<file path="src/hdl/rayobb_pkg.sv">
// Shared constants, types and saturation helpers for the ray/oriented-box slab test.
// Used by the top level, the divider and the checker; depends on nothing else.
`timescale 1ns / 1ps
`default_nettype none

package rayobb_pkg;

	localparam int FRAC_BITS = 12;
	localparam int VAL_W     = 32;
	localparam int DIST_W    = 31;
	localparam int EPS_W     = 16;
	localparam int IN_W      = 8 * VAL_W;
	localparam int OUT_W     = 32;
	localparam int CFG_IDX_W = 3;
	// Dot product accumulator: three products shifted right by FRAC_BITS, summed exactly.
	localparam int ACC_W     = 2 * VAL_W - FRAC_BITS + 2;
	// Divider numerator magnitude: |e + bound| scaled by 2^FRAC_BITS.
	localparam int NUM_W     = VAL_W + 1 + FRAC_BITS;
	localparam int DCNT_W    = $clog2(NUM_W + 1);

	typedef logic signed [VAL_W-1:0] val_t;
	typedef logic signed [ACC_W-1:0] acc_t;
	typedef logic [NUM_W-1:0]        num_t;
	typedef logic [VAL_W-1:0]        den_t;

	typedef enum logic [CFG_IDX_W-1:0] {
		REG_ORIGIN_X = 3'd0,
		REG_ORIGIN_Y = 3'd1,
		REG_ORIGIN_Z = 3'd2,
		REG_DIR_X    = 3'd3,
		REG_DIR_Y    = 3'd4,
		REG_DIR_Z    = 3'd5,
		REG_FAR      = 3'd6,
		REG_EPS      = 3'd7
	} reg_idx_t;

	localparam val_t VAL_MAX = {1'b0, {(VAL_W-1){1'b1}}};
	localparam val_t VAL_MIN = {1'b1, {(VAL_W-1){1'b0}}};

	function automatic val_t sat_acc(input acc_t v);
		if (v > acc_t'(VAL_MAX))
			return VAL_MAX;
		else if (v < acc_t'(VAL_MIN))
			return VAL_MIN;
		else
			return v[VAL_W-1:0];
	endfunction

	function automatic val_t sat_diff(input logic signed [VAL_W:0] v);
		if (v[VAL_W] != v[VAL_W-1])
			return v[VAL_W] ? VAL_MIN : VAL_MAX;
		else
			return v[VAL_W-1:0];
	endfunction

	// Applies the sign to an unsigned quotient magnitude and clamps to 32 bits.
	function automatic val_t sat_quot(input num_t q, input logic neg);
		num_t lim;
		lim = NUM_W'({1'b0, VAL_MAX});
		if (!neg) begin
			if (q > lim)
				return VAL_MAX;
			else
				return q[VAL_W-1:0];
		end else begin
			if (q > lim + NUM_W'(1))
				return VAL_MIN;
			else
				return val_t'(-q[VAL_W-1:0]);
		end
	endfunction

endpackage

`default_nettype wire

</file>
<file path="src/hdl/rayobb_div.sv">
// Restoring unsigned divider, one quotient bit per cycle.
// Depends on rayobb_pkg for operand widths.
`timescale 1ns / 1ps
`default_nettype none

module rayobb_div (
	input  wire logic              clk,
	input  wire logic              arst_n,
	input  wire logic              start,
	input  wire rayobb_pkg::num_t  num,
	input  wire rayobb_pkg::den_t  den,
	output logic                   done,
	output rayobb_pkg::num_t       quot
);
	import rayobb_pkg::*;

	num_t              shreg_q;
	den_t              den_q;
	logic [VAL_W-1:0]  rem_q;
	logic [DCNT_W-1:0] cnt_q;
	logic              done_q;
	logic [VAL_W:0]    trial;
	logic              fits;

	assign trial = {rem_q, shreg_q[NUM_W-1]};
	assign fits  = trial >= {1'b0, den_q};

	always_ff @(posedge clk or negedge arst_n) begin
		if (!arst_n) begin
			cnt_q  <= '0;
			done_q <= 1'b0;
		end else begin
			done_q <= 1'b0;
			if (start) begin
				cnt_q <= DCNT_W'(NUM_W);
			end else if (cnt_q != '0) begin
				cnt_q <= cnt_q - DCNT_W'(1);
				if (cnt_q == DCNT_W'(1))
					done_q <= 1'b1;
			end
		end
	end

	always_ff @(posedge clk) begin
		if (start) begin
			shreg_q <= num;
			den_q   <= den;
			rem_q   <= '0;
		end else if (cnt_q != '0) begin
			// Remainder stays below the divisor, so it always fits in VAL_W bits.
			rem_q   <= fits ? VAL_W'(trial - {1'b0, den_q}) : trial[VAL_W-1:0];
			shreg_q <= {shreg_q[NUM_W-2:0], fits};
		end
	end

	assign done = done_q;
	assign quot = shreg_q;

endmodule

`default_nettype wire

</file>
<file path="config.mk">
export PLATFORM = sky130hd
export DESIGN_NAME = rayobb_div
export DESIGN_NICKNAME = d
export VERILOG_FILES = /design/src/hdl/rayobb_pkg.sv /design/src/hdl/rayobb_div.sv
export SDC_FILE = /design/constraint.sdc
export NUM_CORES = 1
export LEC_CHECK = 0
export BUFFER_PORTS_ARGS = -buffer_cell sky130_fd_sc_hd__buf_2
export CORE_MARGIN = 5
export CORE_UTILIZATION = 52
export CTS_BUF_LIST = sky130_fd_sc_hd__clkbuf_8
export DETAILED_ROUTE_END_ITERATION = 8
export GPL_TIMING_DRIVEN = 0
export PLACE_DENSITY = 0.82
export SLEW_MARGIN = 30
export SYNTH_ARGS = -nofsm -noshare
export SYNTH_HDL_FRONTEND = slang
export SYNTH_SLANG_ARGS = --single-unit
</file>
<file path="constraint.sdc">
create_clock -name clk -period 2.7 [get_ports clk]
set_input_delay 0.135 -clock clk [delete_from_list [all_inputs] [get_ports clk]]
set_output_delay 0.135 -clock clk [all_outputs]
set_load 0.01 [all_outputs]
</file>
### Word level (Yosys, flattened, before mapping)

Cells that the tools add are included.

| storage, ports and cells | value |
|---|---|
| flip-flop bits (word level) | 116 |
| memory bits (read-only) | 0 |
| bits in latches | 0 |
| RAM bits | 0 |
| bits of input ports | 80 |
| logic and storage cells | 19 |
| output and inout bits | 46 |
| memories kept | 0 |

| operators by class | value |
|---|---|
| equal/unequal tests | 1 |
| multiplexer cells | 8 |
| magnitude comparators | 1 |
| add/sub/neg operators | 2 |
| $mul | 0 |
| bitwise logic cells | 0 |
| reduce and logical (&&, ||, !) cells | 2 |
| div/mod/pow operators | 0 |
| shift-type cells | 0 |

Operators by type and width:

| cell | number |
|---|---|
| two-way mux 45 bit | 2 |
| >= comparator 33 x 32 -> 1 bit | 1 |
| two-way mux 32 bit | 1 |
| subtractor 32 bit | 1 |
| two-way mux 6 bit | 2 |
| equality test 6 x 1 -> 1 bit (second input constant) | 1 |
| nonzero test 6 bit | 1 |
| subtractor 6 x 1 -> 6 bit (second input constant) | 1 |
| two-way mux 1 bit | 3 |
| nonzero test 2 bit | 1 |

### Depth between registers and ports, before layout

| depth | value |
|---|---|
| word-level depth | 4 |
| gate-level depth with buffers | 13 |

### Worst setup path before layout

OpenSTA, ideal clock, no wires.

| timing | value |
|---|---|
| path kind | flip-flop to flip-flop |
| start point | register den_q[6] |
| end point | register shreg_q[0] (netlist: quot[0]) (data pin) |
| cell stages (with the launch flop) | 11 |
| data required time | 2.440 ns |
| arrival time | 2.661 ns |
| slack | -0.221 ns |
| path through | edfxtp_1 > inv_1 > ha_1 > a21oi_2 > nor2_1 > o41a_1 > or4_4 > a21o_1 > a21o_1 > clkbuf_1 > mux2_2 |

| on the way | value |
|---|---|
| cells in the longest elaborated chain, start to end | 3 |

Ends and longest elaborated chain:

| element | line | RTL |
|---|---|---|
| start, declared | rayobb_div.sv:18 | `den_t den_q;` |
| start signal, assigned | rayobb_div.sv:47 | `den_q <= den;` |
| >= comparator 33 x 32 -> 1 bit | rayobb_div.sv:26 | `assign fits = trial >= {1'b0, den_q};` |
| two-way mux 45 bit | rayobb_div.sv:49 | `end else if (cnt_q != '0) begin` |
| two-way mux 45 bit | rayobb_div.sv:45 | `if (start) begin` |
| end signal, assigned | rayobb_div.sv:46 | `shreg_q <= num;` |
| end signal, assigned | rayobb_div.sv:52 | `shreg_q <= {shreg_q[NUM_W-2:0], fits};` |
| end, declared | rayobb_div.sv:17 | `num_t shreg_q;` |

No other way between the ends. The select of a mux whose other input is x is not followed.
A chain may end at the register's enable or synchronous reset.

### Worst setup path after layout

| timing | value |
|---|---|
| start point | register den_q[1] |
| end point | register rem_q[3] |

| on the way | value |
|---|---|
| cells in the longest elaborated chain, start to end | 2 |
| elaborated cells between the ends (all ways) | 3 |
| classes of those cells | add/sub (1); order compare (1); mux (1) |

Ends and longest elaborated chain:

| element | line | RTL |
|---|---|---|
| subtractor 32 bit or >= comparator 33 x 32 -> 1 bit (tied branches) | rayobb_div.sv:51, rayobb_div.sv:26 |  |
| two-way mux 32 bit * | rayobb_div.sv:51 | `rem_q <= fits ? VAL_W'(trial - {1'b0, den_q}) : trial[VAL_W-1:0];` |
| end signal, assigned | rayobb_div.sv:51 |  |
| end, declared | rayobb_div.sv:19 | `logic [VAL_W-1:0] rem_q;` |

Mark *: on every way between the ends. The rest lies on a longest branch, timed or not.

==> results.cfg <==
[worst_setup_path]
r2r_slack_ns = -0.22
crit_type = flop to flop
r2r-start = den_q[1]
cp.required_ns = 3.00
timing.rr.end = rem_q[3]
path_max_fanout = 5
ff2ff_path_depth = 12
crit_arrival_ns = 3.22
worst_setup_path_end_kind = flop
cp-start-kind = flop

[yosys]
synth-seq-cells = 116
synth_area_sq_um = 6600
ys_seq_area_share_pct = 47.4
synth-edff-count = 77
synth_top_family_by_area = simple AND/OR/NAND/NOR gates
synth_cell_types = 57
synthAdderAreaFrac_pct = 6.75
synth_flop_cell = edfxtp_1
synth_fp_nets = 767
syn_avg_cell_area_sq_um = 10.1
yosys.area_share.simple_pct = 15.8
synthArstFlopShare_pct = 6.03
synth_compound_area_share_pct = 13.2
synth_xor_area_share_pct = 4.25
muxShareOfSynthArea_pct = 7.99
netlist_instances = 652
yosysWarningCount = 0

[run_status]
violations = negative setup slack
status = finished with violations

[floorplanning]
std_cell_rows = 41
die_w_um = 123
die-area_sq_um = 15000
fp.dieH_um = 123
core_sq_um = 12500
num_io_pins = 126
start_util_pct = 52.7

[pwr]
peakVddDrop_v = 0.000625
power.total_mw = 7.79
power_leakage_nw = 3.90
p_per_area_nw_per_um2 = 849

[detailed_routing]
drc = 0
drt_iter0_drc = 605
num_vias = 6313
first_pass_iters = 6
ant_nets = 0
routedWlPerCell_um = 19.9
wl_mm = 21.3
vias_per_cell = 5.91

[layout]
area_growth_pct = 39.2
seq_area_sq_um = 3130
antenna_cells = 0
multi_input_comb_area_sq_um = 3550
layout_common_cells = 126 x buf_2, 78 x dlygate4sd3_1, 77 x edfxtp_1, 53 x nor2_1, 44 x mux2_2
nFillCells = 853
drive_gt1_share_pct = 32.4
utilization_pct = 73.3
nets = 999
final_common_cell = buf_2

[placed_design]
dp_hpwl_mm = 12.3
globalplace.congestion = 0.954
portBuffers = 125
pre_cts_ws_ns = -0.428

[cts]
clk_pin_slew_ns = 0.09
cts_tree = yes
cts.sinks = 116
h-tree-depth = 4
root_buffer = clkbuf_8
clk_path_buf_depth = 2
cts-buffers-inserted = 17
worstSkewPairLatency_ns = 0.46

[timing]
hold_violations = 0
fin_ws_ns = -0.224
slew_viol_final = 0
finalCriticalPeriod_ns = 2.92
finalCritPeriodShare_pct = 108
relSlewSlack_pct = 41.1
worst_pin_slew_ns = 0.883
rsz0062_at_grt = true
finalSetupViolations = 33
fin_worst_skew_ns = 0.0174
max_freq_mhz = 342
hold-worst-slack_ns = 0.0485

[run]
max-cap-violations = 0

[grt]
overflow = 0
grt_max_degree = 46
grt_pass1_wl_mm = 32.5
grt_pass1_vias = 6313
antenna_found_initial = 0
grtUsageTotal_pct = 28.3

[hold_path]
min_path_type = input port to async pin
[cells by family (layout without fill, tap and decap cells)]
family | after synthesis | after routing
flip-flops | 116 | 116
AO/OA/AOI/OAI | 131 | 131
AND/OR/NAND/NOR | 216 | 216
buffers and inverters | 75 | 320
adder cells (fa/ha/maj) | 35 | 35
multiplexers | 47 | 47
XOR/XNOR | 32 | 32
[repair_timing]
| item | 4_1_cts | 5_1_grt |
|---|---|---|
| resized for setup | 41 | 47 |
| hold buffers | 78 | 0 |
| buffers inserted | 10 | 7 |
| pin swaps | 11 | 26 |
| setup endpoints to repair | 78 | 79 |
| cloned | 3 | 0 |
| endpoints found under the hold margin | 84 | 0 |
[stage by stage]
stage          cell area, sq um  instances  setup TNS, ns
2_1_floorplan              6640        652         -0.227
6_report                   9180       1069          -4.69
3_5_place_dp               7490        949         -17.98
4_1_cts                    8950       1066          -3.43
5_1_grt                    9180       1069          -8.94
3_3_place_gp               7480        949         -30.73
[worst max-delay path by stage]
| stage | from | end | slack, ns |
|---|---|---|---|
| finish | den_q[1] | rem_q[3] | -0.22 |
| global route | den_q[1] | rem_q[28] | -0.32 |
| global placement | cnt_q[2] | quot[36] | -0.50 |
| detailed placement | den_q[7] | rem_q[7] | -0.43 |
| CTS | den_q[1] | quot[0] | -0.18 |
| floorplan | den_q[8] | quot[0] | -0.11 |
[worst max-delay path: stages, from the launching register on]
cell       delay (ns)
edfxtp_1         0.43
inv_2            0.10
ha_4             0.20
nor2b_4          0.13
o2111ai_2        0.21
a311oi_2         0.15
or4_4            0.54
a21o_1           0.23
a21o_4           0.25
buf_6            0.12
buf_8            0.14
nor3_4           0.16
nor4_2           0.09
[cells in the mapped netlist (all sizes together) (3+ instances only)]
cell type | n | share of area, %
edfxtp | 77 | 35
nor2 | 53 | 3.0
nand2 | 47 | 2.7
mux2 | 45 | 7.7
nor3 | 40 | 3.0
inv | 39 | 2.2
a21oi | 36 | 2.8
ha | 34 | 6.4
dfxtp | 32 | 9.7
o21ai | 32 | 2.4
clkbuf | 29 | 1.7
xnor2 | 23 | 3.1
nor4 | 20 | 1.9
nand3 | 15 | 1.1
and3 | 14 | 1.3
a21o | 12 | 1.4
nand4 | 11 | 1.0
a211oi | 10 | 1.1
xor2 | 9 | 1.2
o21bai | 8 | 0.91
a311oi | 7 | 1.3
dfrtp | 7 | 2.7
buf | 6 | 0.64
a31oi | 5 | 0.47
nor2b | 5 | 0.47
o31ai | 4 | 0.46
a41oi | 3 | 0.40
nand2b | 3 | 0.28
[registers in the layout, summed over array words and instances, names as in the netlist]
name and cells:
cnt_q 6, den_q 32, done 1, quot 45, rem_q 32
[per-layer routing]
metal  up-vias  track usage [%]  wire (um)
met1      2999             33.5       7860
met3        73             7.88       1780
met2       358             48.5      10900
met5         -                0          0
li1       2883                -          -
met4         0             11.8        831
[power by group]
group	internal (mW)	switching [mW]	leakage [nW]	total (mW)
Clock	0.918	0.802	0.203	1.72
Combinational	1.63	1.95	2.57	3.58
Sequential	2.22	0.270	1.13	2.49
Total	4.77	3.02	3.90	7.79
[area by class of cell]
class	instances	share of cell area, %
plain buffers	26	1.68
inverters	40	1.64
clock buffers	17	2.55
well taps	172	2.34
clock inverters	15	1.94
flip-flops and latches	116	34.1
repair buffers	222	17.1
multi-input cells	461	38.7
No activity file was read; power rests on OpenSTA's default activity.
